### src/rtl/ssfc_pkg.sv
// Shared types, constants and lookup functions for the seven-segment frame composer.
// No dependencies; every other file in rtl/ imports this package.
`timescale 1ns / 1ps

package ssfc_pkg;

  localparam int unsigned FRAME_LEN = 10;
  localparam logic [3:0]  LAST_IDX  = 4'(FRAME_LEN - 1);

  localparam logic [7:0] CMD_DATA    = 8'h44;
  localparam logic [7:0] CMD_ADDR    = 8'hC0;
  localparam logic [7:0] SEG_COLON   = 8'h80;
  localparam logic [7:0] SEG_UNKNOWN = 8'h40;
  localparam logic [7:0] CTRL_LVL0   = 8'h88;
  localparam logic [7:0] CTRL_BASE   = 8'h87;
  localparam logic [7:0] CTRL_OFF    = 8'h00;

  localparam logic [3:0]  LEVEL_MAX  = 4'd8;
  localparam logic [6:0]  TWO_DIG_MAX  = 7'd99;
  localparam logic [15:0] FOUR_DIG_MAX = 16'd9999;

  typedef enum logic [2:0] {
    REQ_TIME   = 3'd0,
    REQ_NUMBER = 3'd1,
    REQ_TEXT   = 3'd2,
    REQ_BLANK  = 3'd3,
    REQ_BRIGHT = 3'd4
  } req_type_t;

  typedef enum logic [0:0] {
    REG_BRIGHTNESS = 1'b0
  } reg_index_t;

  typedef struct packed {
    logic [3:0]  digit;
    logic [13:0] rem;
  } digit_split_t;

  // One complete display frame, ready to be sent out word by word.
  typedef struct packed {
    logic            single;
    logic [3:0][7:0] seg;
    logic [7:0]      ctrl;
  } frame_t;

  // Splits off the leading decimal digit of a value below ten units.
  // The compares against each multiple are independent; the last hit wins.
  function automatic digit_split_t split_digit(input logic [13:0] value,
                                               input logic [13:0] unit);
    digit_split_t res;
    res.digit = 4'd0;
    res.rem   = value;
    for (int k = 1; k < 10; k++) begin
      if (value >= 14'(unit * k)) begin
        res.digit = 4'(k);
        res.rem   = value - 14'(unit * k);
      end
    end
    return res;
  endfunction

  function automatic logic [7:0] digit_seg(input logic [3:0] d);
    logic [7:0] s;
    case (d)
      4'd0: s = 8'h3F;
      4'd1: s = 8'h06;
      4'd2: s = 8'h5B;
      4'd3: s = 8'h4F;
      4'd4: s = 8'h66;
      4'd5: s = 8'h6D;
      4'd6: s = 8'h7D;
      4'd7: s = 8'h07;
      4'd8: s = 8'h7F;
      4'd9: s = 8'h6F;
      default: s = 8'h00;
    endcase
    return s;
  endfunction

  function automatic logic [7:0] glyph_seg(input logic [7:0] c);
    logic [7:0] s;
    case (c)
      "0": s = 8'h3F;
      "1": s = 8'h06;
      "2": s = 8'h5B;
      "3": s = 8'h4F;
      "4": s = 8'h66;
      "5": s = 8'h6D;
      "6": s = 8'h7D;
      "7": s = 8'h07;
      "8": s = 8'h7F;
      "9": s = 8'h6F;
      "A", "a": s = 8'h77;
      "B", "b": s = 8'h7C;
      "C": s = 8'h39;
      "c": s = 8'h58;
      "D", "d": s = 8'h5E;
      "E", "e": s = 8'h79;
      "F", "f": s = 8'h71;
      "G", "g": s = 8'h2F;
      "H": s = 8'h76;
      "h": s = 8'h74;
      "I", "i": s = 8'h10;
      "J", "j": s = 8'h1E;
      "K", "k": s = 8'h70;
      "L", "l": s = 8'h38;
      "N", "n": s = 8'h54;
      "O", "o": s = 8'h5C;
      "P", "p": s = 8'h73;
      "Q", "q": s = 8'h67;
      "R", "r": s = 8'h50;
      "T", "t": s = 8'h78;
      "U": s = 8'h3E;
      "u": s = 8'h1C;
      ":": s = 8'h80;
      "-": s = 8'h40;
      "_": s = 8'h08;
      default: s = SEG_UNKNOWN;
    endcase
    return s;
  endfunction

endpackage

### src/rtl/ssfc_serializer.sv
// Frame serializer: holds one frame and sends it out one word per cycle with framing marks.
// Depends on ssfc_pkg for frame_t and the command constants.
`timescale 1ns / 1ps

module ssfc_serializer (
  input  logic            clk,
  input  logic            rst,
  input  logic            load,
  input  ssfc_pkg::frame_t frame_in,
  output logic            free,
  output logic            strobe,
  output logic [7:0]      tx_byte,
  output logic            start_before,
  output logic            stop_after,
  output logic            last_byte
);
  import ssfc_pkg::*;

  logic       active;
  logic [3:0] cnt;
  frame_t     frame;
  logic       last;
  logic [1:0] seg_idx;

  assign last = active && (frame.single || cnt == LAST_IDX);
  // A new frame may load in the cycle that the current one sends its final word.
  assign free = !active || last;

  always_ff @(posedge clk) begin
    if (rst) begin
      active <= 1'b0;
      cnt    <= 4'd0;
    end else if (load) begin
      active <= 1'b1;
      cnt    <= 4'd0;
    end else if (active) begin
      if (last) begin
        active <= 1'b0;
      end else begin
        cnt <= cnt + 4'd1;
      end
    end
  end

  always_ff @(posedge clk) begin
    if (load) begin
      frame <= frame_in;
    end
  end

  // Odd words below nine carry digit addresses, even words from two to eight carry segments.
  assign seg_idx = cnt[0] ? cnt[2:1] : 2'(cnt[3:1] - 3'd1);

  always_comb begin
    strobe       = active;
    tx_byte      = 8'h00;
    start_before = 1'b0;
    stop_after   = 1'b0;
    last_byte    = 1'b0;
    if (frame.single || cnt == LAST_IDX) begin
      tx_byte      = frame.ctrl;
      start_before = 1'b1;
      stop_after   = 1'b1;
      last_byte    = 1'b1;
    end else if (cnt == 4'd0) begin
      tx_byte      = CMD_DATA;
      start_before = 1'b1;
      stop_after   = 1'b1;
    end else if (cnt[0]) begin
      tx_byte      = CMD_ADDR + {6'd0, seg_idx};
      start_before = 1'b1;
    end else begin
      tx_byte      = frame.seg[seg_idx];
      stop_after   = 1'b1;
    end
  end

endmodule

### config.mk
export PLATFORM = sky130hd
export DESIGN_NAME = ssfc_serializer
export DESIGN_NICKNAME = d
export VERILOG_FILES = /design/src/rtl/ssfc_pkg.sv /design/src/rtl/ssfc_serializer.sv
export SDC_FILE = /design/constraint.sdc
export NUM_CORES = 1
export LEC_CHECK = 0
export BUFFER_PORTS_ARGS = -buffer_cell sky130_fd_sc_hd__buf_2
export CORE_MARGIN = 2
export CORE_UTILIZATION = 54
export DETAILED_ROUTE_END_ITERATION = 8
export PLACE_DENSITY = 0.82
export SLEW_MARGIN = 20
export SYNTH_ARGS = -nofsm -noshare
export SYNTH_HDL_FRONTEND = slang
export SYNTH_SLANG_ARGS = --single-unit
### constraint.sdc
create_clock -name clk -period 5.1 [get_ports clk]
set_input_delay 0.51 -clock clk [delete_from_list [all_inputs] [get_ports clk]]
set_output_delay 0.51 -clock clk [all_outputs]
set_load 0.03 [all_outputs]
==> reports/metrics.cfg, run 1 <==
[logic_synthesis]
ys_seq_area_share_pct=71.70
ys.flop_type=edfxtp_1
synth_top_area_share_pct=66.31
synth-edff-count=41
yosysUniqueCellTypes=29
synth.top_cells.by_area=edfxtp_1 (66%), mux4_1 (5.7%), dfxtp_1 (5.4%)
synth_top_area_cell=edfxtp_1
synth-warning-count=0
syn_area_mm2=0.001857
avgSynthCellArea_um2=18.38
syn-instance-count=101
yosys.cell_count.top_type=edfxtp_1
synth_commonest_cells=edfxtp_1 (41), dfxtp_1 (5), inv_1 (5)
syn-num-nets=149
async_flop_share_pct=0
ys_seq_elements=46

[timing]
worst_pin_slew_ps=959.4
fin_worst_skew_ps=7.454
fmax_mhz=287.1
rsz0062_at_grt=no
hold_violations=0
tns_ps=0
period_share_pct=68.30
hold_slack_ps=319.3
layout_min_cycle_time_ps=3483
slew_viol_final=0
slew_headroom_pct=36.04
setup_viol=0

[cts]
cts_buffers=5
path_clk_slew_ps=120
cts_tree=built
cts_max_path_buffers=2
clk_latency_ps=350
root_buffer=clkbuf_4
h-tree-depth=2
postCtsSetupRepairBufs=0
cts.sinks=46
cts_resized=0
hold_buffers=0

[power]
power.density_mw_per_mm2=323.0
power_leakage_uw=0.0009016
ir_worst_vdd_v=0.0001805

[setup_path]
path_class=reg -> out
end_kind=output pin
reg2regPathDepth=4
crit_fanout=10
worstSetupStartpointType=flip-flop
worst_ep_required_time_ps=4590
crit_arrival_ps=2970

[job]
drv_cap=0

[route]
drc_errors=0
firstDrtPassIters=4
vias_per_cell=5.267
ant_nets=0
vias=1106
dr.first_iter.drc_count=66
routed_wl_um=3195
wl_per_cell_um=15.21

[floorplanning]
die_width_um=62.64
initial_core_util_pct=56.08
ios=57
coreArea_mm2=0.003311
die_height_um=62.64
dieArea_mm2=0.003924
num_rows=21

[global_route]
grt_pass1_wl_um=5126
grt_pass1_vias=1134
grt_max_degree=47
gr-total-overflow=0
grt_usage_pct=17.77
antenna_found_initial=0

[hold_path]
hold_depth=1
hp-class=in -> reg

[placed_design]
gp_routability_congestion=0.8604
place_inst=202
numPortBuffers=56
place_hpwl_um=2266

[final_layout]
nets=211
area.growth.synth_to_final_pct=21.63
n_antenna_cell=0
finalNonFillerCells=210
drive_above_1_share_pct=43.29

[status]
status=completed

layout make-up:
| cell class | instances | area, µm² |
|---|---|---|
| flip-flops and latches | 46 | 1331 |
| fillers | 244 | 1052 |
| multi-input cells | 48 | 491.7 |
| repair buffers | 56 | 280.3 |
| well taps | 46 | 57.56 |
| clock buffers | 7 | 45.04 |
| clock inverters | 1 | 30.03 |
| inverters | 6 | 22.52 |
cell usage in the layout, fill, tap and decap left out, types with 2 or more instances in the layout:
cell type,instances
dfxtp_1,5
buf_2,56
nand2_1,3
clkbuf_1,2
clkbuf_4,5
a22o_1,3
o21ai_0,3
nor2_1,4
inv_1,5
edfxtp_1,41
mux4_2,4
a21oi_1,2
ha_1,4
mux4_1,4
mux2i_1,3
nor3_1,4
per-stage QoR:
| step | instance area, µm² | worst slack, ps | util [%] | total power, µW |
|---|---|---|---|---|
| 2_1_floorplan | 1857 | 2368 | - | 492.8 |
| 4_1_cts | 2258 | 1593 | 68.22 | 734.9 |
| 3_3_place_gp | 2183 | 2103 | 65.95 | 526.2 |
| 3_5_place_dp | 2183 | 2012 | 65.95 | 529.4 |
| 6_report | 2258 | 1617 | 68.22 | 729.4 |
| 5_1_grt | 2258 | 1460 | 68.22 | 759.5 |
state kept, by name, summed over array words and instances, names as in the netlist:
register / flops
cnt: 4
frame: 41
strobe: 1
where the power goes:
group          switching (µW)  leakage [µW]  internal [µW]
sequential               7.40      0.000442            440
combinational            41.1      0.000420           32.0
clock                     105     0.0000395            104
cells by family (layout without fill, tap and decap cells):
logic type,count (synthesis),in the layout,synth area share (%)
xor+xnor,2,2,0.9436
buf+inv,7,70,1.819
simple gates,18,18,5.324
mux,11,11,12.13
flops,46,46,71.70
fa+ha+maj,4,4,2.696
compound gates,13,13,5.391
worst paths after layout:
path | slack (ps) | from | end
worst min-delay path | 320 | frame_in[13] | frame[13]
worst max register to register | 3200 | cnt[0] | cnt[1]
worst min register to register | 540 | cnt[3] | cnt[3]
worst max-delay path | 1620 | cnt[0] | tx_byte[6]
per-layer routing:
metal  vias up  wire length (µm)  global-route usage, %
met2        37              1657                  29.70
met1       530              1257                  20.38
met5         -                 0                      0
li1        529                 -                      -
met4         0                89                  8.889
met3        10               191                  6.126
worst max-delay path, stage by stage, from the launching register on:
cell and delay [ps]:
dfxtp_1 480, clkinv_1 310, ha_1 720, mux4_1 620, o32a_1 300, buf_2 180
Power figures use the tool's default switching activity.
==> run 2, diff against run 1 <==
--- a/config.mk
+++ b/config.mk
@@ -7,9 +7,9 @@
 export LEC_CHECK = 0
 export BUFFER_PORTS_ARGS = -buffer_cell sky130_fd_sc_hd__buf_2
 export CORE_MARGIN = 2
-export CORE_UTILIZATION = 54
+export CORE_UTILIZATION = 45
 export DETAILED_ROUTE_END_ITERATION = 8
-export PLACE_DENSITY = 0.82
+export PLACE_DENSITY = 0.73
 export SLEW_MARGIN = 20
 export SYNTH_ARGS = -nofsm -noshare
 export SYNTH_HDL_FRONTEND = slang
==> constraint.sdc (replaced) <==
create_clock -name clk -period 2.9 [get_ports clk]
set_input_delay 0.29 -clock clk [delete_from_list [all_inputs] [get_ports clk]]
set_output_delay 0.29 -clock clk [all_outputs]
set_load 0.03 [all_outputs]
==> reports/metrics.cfg, run 2 (synthesis results as in run 1) <==
[floorplanning]
die_width_um=68.24
ios=57
coreArea_mm2=0.003971
die_height_um=68.24
initial_core_util_pct=46.75
dieArea_mm2=0.004656
num_rows=23

[cts]
clk_latency_ps=290
cts_resized=0
hold_buffers=0
postCtsSetupRepairBufs=0
h-tree-depth=2
root_buffer=clkbuf_8
cts_tree=built
cts_buffers=5
path_clk_slew_ps=80
cts.sinks=46
cts_max_path_buffers=2

[timing]
tns_ps=0
slew_viol_final=0
hold_slack_ps=164.9
layout_min_cycle_time_ps=2691
fmax_mhz=371.6
hold_violations=0
rsz0062_at_grt=no
slew_headroom_pct=35.02
worst_pin_slew_ps=974.7
fin_worst_skew_ps=0.9333
setup_viol=0
period_share_pct=92.79

[hold_path]
hp-class=in -> reg
hp-start=frame_in[39]

[power]
power_leakage_uw=0.0009144
ir_worst_vdd_v=0.0003340
power.density_mw_per_mm2=563.3

[setup_path]
cpLargestDelayFamily=compound AO/OA/AOI/OAI gates
cp.buffers_inverters=1
cp-startpoint=cnt[2]
slowest_delay_ps=530
end_kind=output pin
regToRegSetupSlack_ps=1220
crit_chain=ha_1, a21oi_4, mux4_2, a221o_1, buf_2
worst_path_max_delay_cell=mux4_2
worst_ep_required_time_ps=2610
crit_arrival_ps=2400
r2r_start=cnt[1]
crit_fanout=6
path_class=reg -> out
worstSetupStartpointType=flip-flop

[route]
drc_errors=0
routed_wl_um=3335
dr.first_iter.drc_count=43
vias_per_cell=5.130
ant_nets=0
firstDrtPassIters=4
vias=1108
wl_per_cell_um=15.44

[placed_design]
place_hpwl_um=2406
numPortBuffers=56
gp_routability_congestion=0.7910

[final_layout]
drive_above_1_share_pct=45.18
fin_util_pct=57.72
n_antenna_cell=0
top_register=frame
nets=213
area.growth.synth_to_final_pct=23.45
largest_reg_flops=41
layout_commonest_cell=buf_2
most-common-layout-cells=buf_2 (56), edfxtp_1 (41), inv_1 (5), clkbuf_8 (5)

[global_route]
gr-total-overflow=0
grt_usage_pct=15.83
grt_pass1_vias=1076
antenna_found_initial=0
grt_pass1_wl_um=5099
grt_max_degree=47

[status]
status=completed

[job]
drv_cap=0

[run 2: cell types whose count changed in the layout (fill, tap and decap cells not counted), sizes merged]
| cell | delta |
|---|---|
| clkinv | +3 |
| clkbuf | -2 |
| bufinv | -1 |
| buf | +2 |
[run 2: per-stage QoR]
stage               instance area, µm²  total power, µW  std cells  worst slack (ps)
floorplan                         1857            866.6        101             388.1
global placement                  2203            927.9        208             443.4
detailed placement                2203            934.1        208             385.5
CTS                               2288             1299        216             51.67
global route                      2292             1336        216             83.56
finish                            2292             1291        216             209.1
[run 2: where the power goes]
| part | internal (µW) | switching (µW) |
|---|---|---|
| logic | 57.6 | 72.6 |
| clock network | 165 | 208 |
| registers | 774 | 13.9 |
[run 2: final cells by class]
cell class	instances	area, µm²
Timing Repair Buffer	58	295.3
Inverter	6	22.52
Clock buffer	5	68.82
Multi-Input combinational cell	48	494.2
Sequential cell	46	1333
Fill cell	305	1679
Tap cell	50	62.56
Clock inverter	3	16.27
[run 2: layer usage]
metal / global-route usage, % / vias up / part of all wire, %
li1: - / 532 / -
met1: 20.18 / 530 / 41
met2: 23.91 / 35 / 51
met3: 4.934 / 11 / 5.4
met4: 9.250 / 0 / 2.8
met5: 0 / - / 0
[run 2: path summary, 6_finish.rpt]
kind / end / cells after the start
max: tx_byte[0] / 5
min: frame[39] / 1
max reg2reg: cnt[3] / 6
min reg2reg: cnt[3] / 2
==> run 3, diff against run 2 <==
--- a/config.mk
+++ b/config.mk
@@ -5,11 +5,12 @@
 export SDC_FILE = /design/constraint.sdc
 export NUM_CORES = 1
 export LEC_CHECK = 0
+export ABC_AREA = 1
 export BUFFER_PORTS_ARGS = -buffer_cell sky130_fd_sc_hd__buf_2
 export CORE_MARGIN = 2
-export CORE_UTILIZATION = 45
+export CORE_UTILIZATION = 46
 export DETAILED_ROUTE_END_ITERATION = 8
-export PLACE_DENSITY = 0.73
+export PLACE_DENSITY = 0.74
 export SLEW_MARGIN = 20
 export SYNTH_ARGS = -nofsm -noshare
 export SYNTH_HDL_FRONTEND = slang
==> reports/metrics.cfg, run 3 <==
[status]
status=completed

[timing]
fmax_mhz=386.5
slew_headroom_pct=41.04
slew_viol_final=0
hold_violations=0
tns_ps=0
fin_worst_skew_ps=0.2863
worst_pin_slew_ps=884.4
rsz0062_at_grt=no
layout_min_cycle_time_ps=2587
setup_viol=0
period_share_pct=89.21
hold_slack_ps=155.8

[setup_path]
crit_fanout=11
worstSetupStartpointType=flip-flop
slowest_delay_ps=530
end_kind=output pin
worst_ep_required_time_ps=2610
cpLargestDelayFamily=buffers and inverters
crit_arrival_ps=2300
r2r_end=cnt[1]
crit_chain=inv_2, ha_1, buf_4, nor2_1, o21ai_0, nand3_1, nand2_1, buf_2
cp.buffers_inverters=3
regToRegSetupSlack_ps=1500
worstSetupPathDepth=8
r2r_start=cnt[0]
worst_path_max_delay_cell=dfxtp_1
path_class=reg -> out
reg2regPathDepth=4

[power]
swShare_pct=23.50
power_leakage_uw=0.001027
p_seq_share_pct=61.1
power.switching_uw=303.9
power.density_mw_per_mm2=538.1
p_int_uw=989.4
ir_worst_vdd_v=0.0003262
clkPwrFrac_pct=28.2
pwr-share-comb_pct=10.7

[global_route]
grt_max_degree=44
gr-total-overflow=0
grt_usage_pct=15.71
grt_pass1_wl_um=5871
grt_pass1_vias=1310
antenna_found_initial=0

[cts]
hold_buffers=0
cts_tree=built
h-tree-depth=2
cts_max_path_buffers=2
cts_resized=0
path_clk_slew_ps=80
cts_buffers=5
postCtsSetupRepairBufs=0
clk_latency_ps=290
cts.sinks=46
root_buffer=clkbuf_8

[final_layout]
layout_commonest_cell=buf_2
n_antenna_cell=0
area.growth.synth_to_final_pct=19.02
nets=284
drive_above_1_share_pct=33.47
largest_reg_flops=41
top_register=frame
most-common-layout-cells=buf_2 (56), nand2_1 (47), edfxtp_1 (41)
num-fill-cells=370

[route]
vias=1398
dr.first_iter.drc_count=95
routed_wl_um=3674
firstDrtPassIters=4
vias_per_cell=4.854
wl_per_cell_um=12.76
drc_errors=0
ant_nets=0

[floorplanning]
coreArea_mm2=0.004294
dieArea_mm2=0.004936
ios=57
initial_core_util_pct=47.03
die_width_um=70.26
num_rows=24
die_height_um=70.26

[job]
drv_cap=0

[logic_synthesis]
ys_seq_elements=46
synth_top_area_share_pct=60.97
async_flop_share_pct=0
ys_seq_area_share_pct=65.92
synth-edff-count=41
syn-num-nets=225
ys.flop_type=edfxtp_1
synth-warning-count=0
syn_area_mm2=0.002019
yosys.cell_count.top_type=nand2_1
synth.top_cells.by_area=edfxtp_1 (61%), nand2_1 (8.7%), dfxtp_1 (5.0%)
synth_commonest_cells=nand2_1 (47), edfxtp_1 (41), nor2_1 (22), o21ai_0 (11), a21oi_1 (10)
syn-instance-count=177
avgSynthCellArea_um2=11.41
yosysUniqueCellTypes=23
synth_top_area_cell=edfxtp_1

[placed_design]
numPortBuffers=56
place_hpwl_um=2647
gp_routability_congestion=0.8841

[hold_path]
hold_depth=2
hold_path_end=strobe
hp-start=rst
hp-class=in -> reg

## run 3: layout make-up
type / instances / area, µm² / share of cell area, %
timing repair buffer: 57 / 287.8 / 11.97
sequential: 46 / 1331 / 55.39
clock inverter: 1 / 7.507 / 0.3123
inverter: 12 / 47.55 / 1.978
multi-input combinational: 114 / 591.8 / 24.62
clock buffer: 6 / 72.57 / 3.019
tap: 52 / 65.06 / 2.707
## run 3: worst reg2reg max path, stage by stage, from the launching register on
cell,delay (ps)
dfxtp_1,530
inv_2,130
ha_1,460
nand2_1,100
a21oi_1,120
## run 3: routing by layer
metal | routed length (µm) | track usage (%) | vias to the layer above
li1 | - | - | 711
met2 | 1699 | 24.42 | 48
met1 | 1664 | 20.17 | 631
met5 | 0 | 0 | -
met3 | 212 | 4.040 | 8
met4 | 97 | 8.333 | 0
## run 3: how the worst max path moves through the flow
stage                       to   start  slack (ps)
floorplan           tx_byte[2]  cnt[0]         840
global placement    tx_byte[5]  cnt[0]         670
detailed placement  tx_byte[5]  cnt[0]         630
CTS                 tx_byte[5]  cnt[0]         290
global route        tx_byte[5]  cnt[0]         150
finish              tx_byte[5]  cnt[0]         310
## run 3: stage by stage
step / util, % / cell area, µm² / setup slack, ps / instances / power [µW]
finish: 55.97 / 2404 / 312.8 / 288 / 1293
global route: 55.97 / 2404 / 147.4 / 288 / 1344
CTS: 55.97 / 2404 / 290.7 / 288 / 1303
detailed placement: 54.11 / 2323 / 630.5 / 281 / 945.6
global placement: 54.11 / 2323 / 672.2 / 281 / 944.1
floorplan: - / 2019 / 840.0 / 177 / 881.6
## run 3: kinds of logic (layout without fill, tap and decap cells)
group / Yosys count / count (layout) / synth area share (%)
XOR/XNOR: 2 / 2 / 0.8676
flip-flops: 46 / 46 / 65.92
AND/OR/NAND/NOR: 85 / 85 / 19.89
AO/OA/AOI/OAI: 23 / 23 / 6.072
buffers and inverters: 17 / 76 / 4.771
adder cells (fa/ha/maj): 4 / 4 / 2.478
## run 3: power by group through the flow
stage	Combinational [µW]	Clock [µW]	Sequential (µW)
3_5_place_dp	140	0	806
6_report	139	364	790
4_1_cts	140	371	791
2_1_floorplan	81.1	0	801
5_1_grt	153	396	795
3_3_place_gp	138	0	806
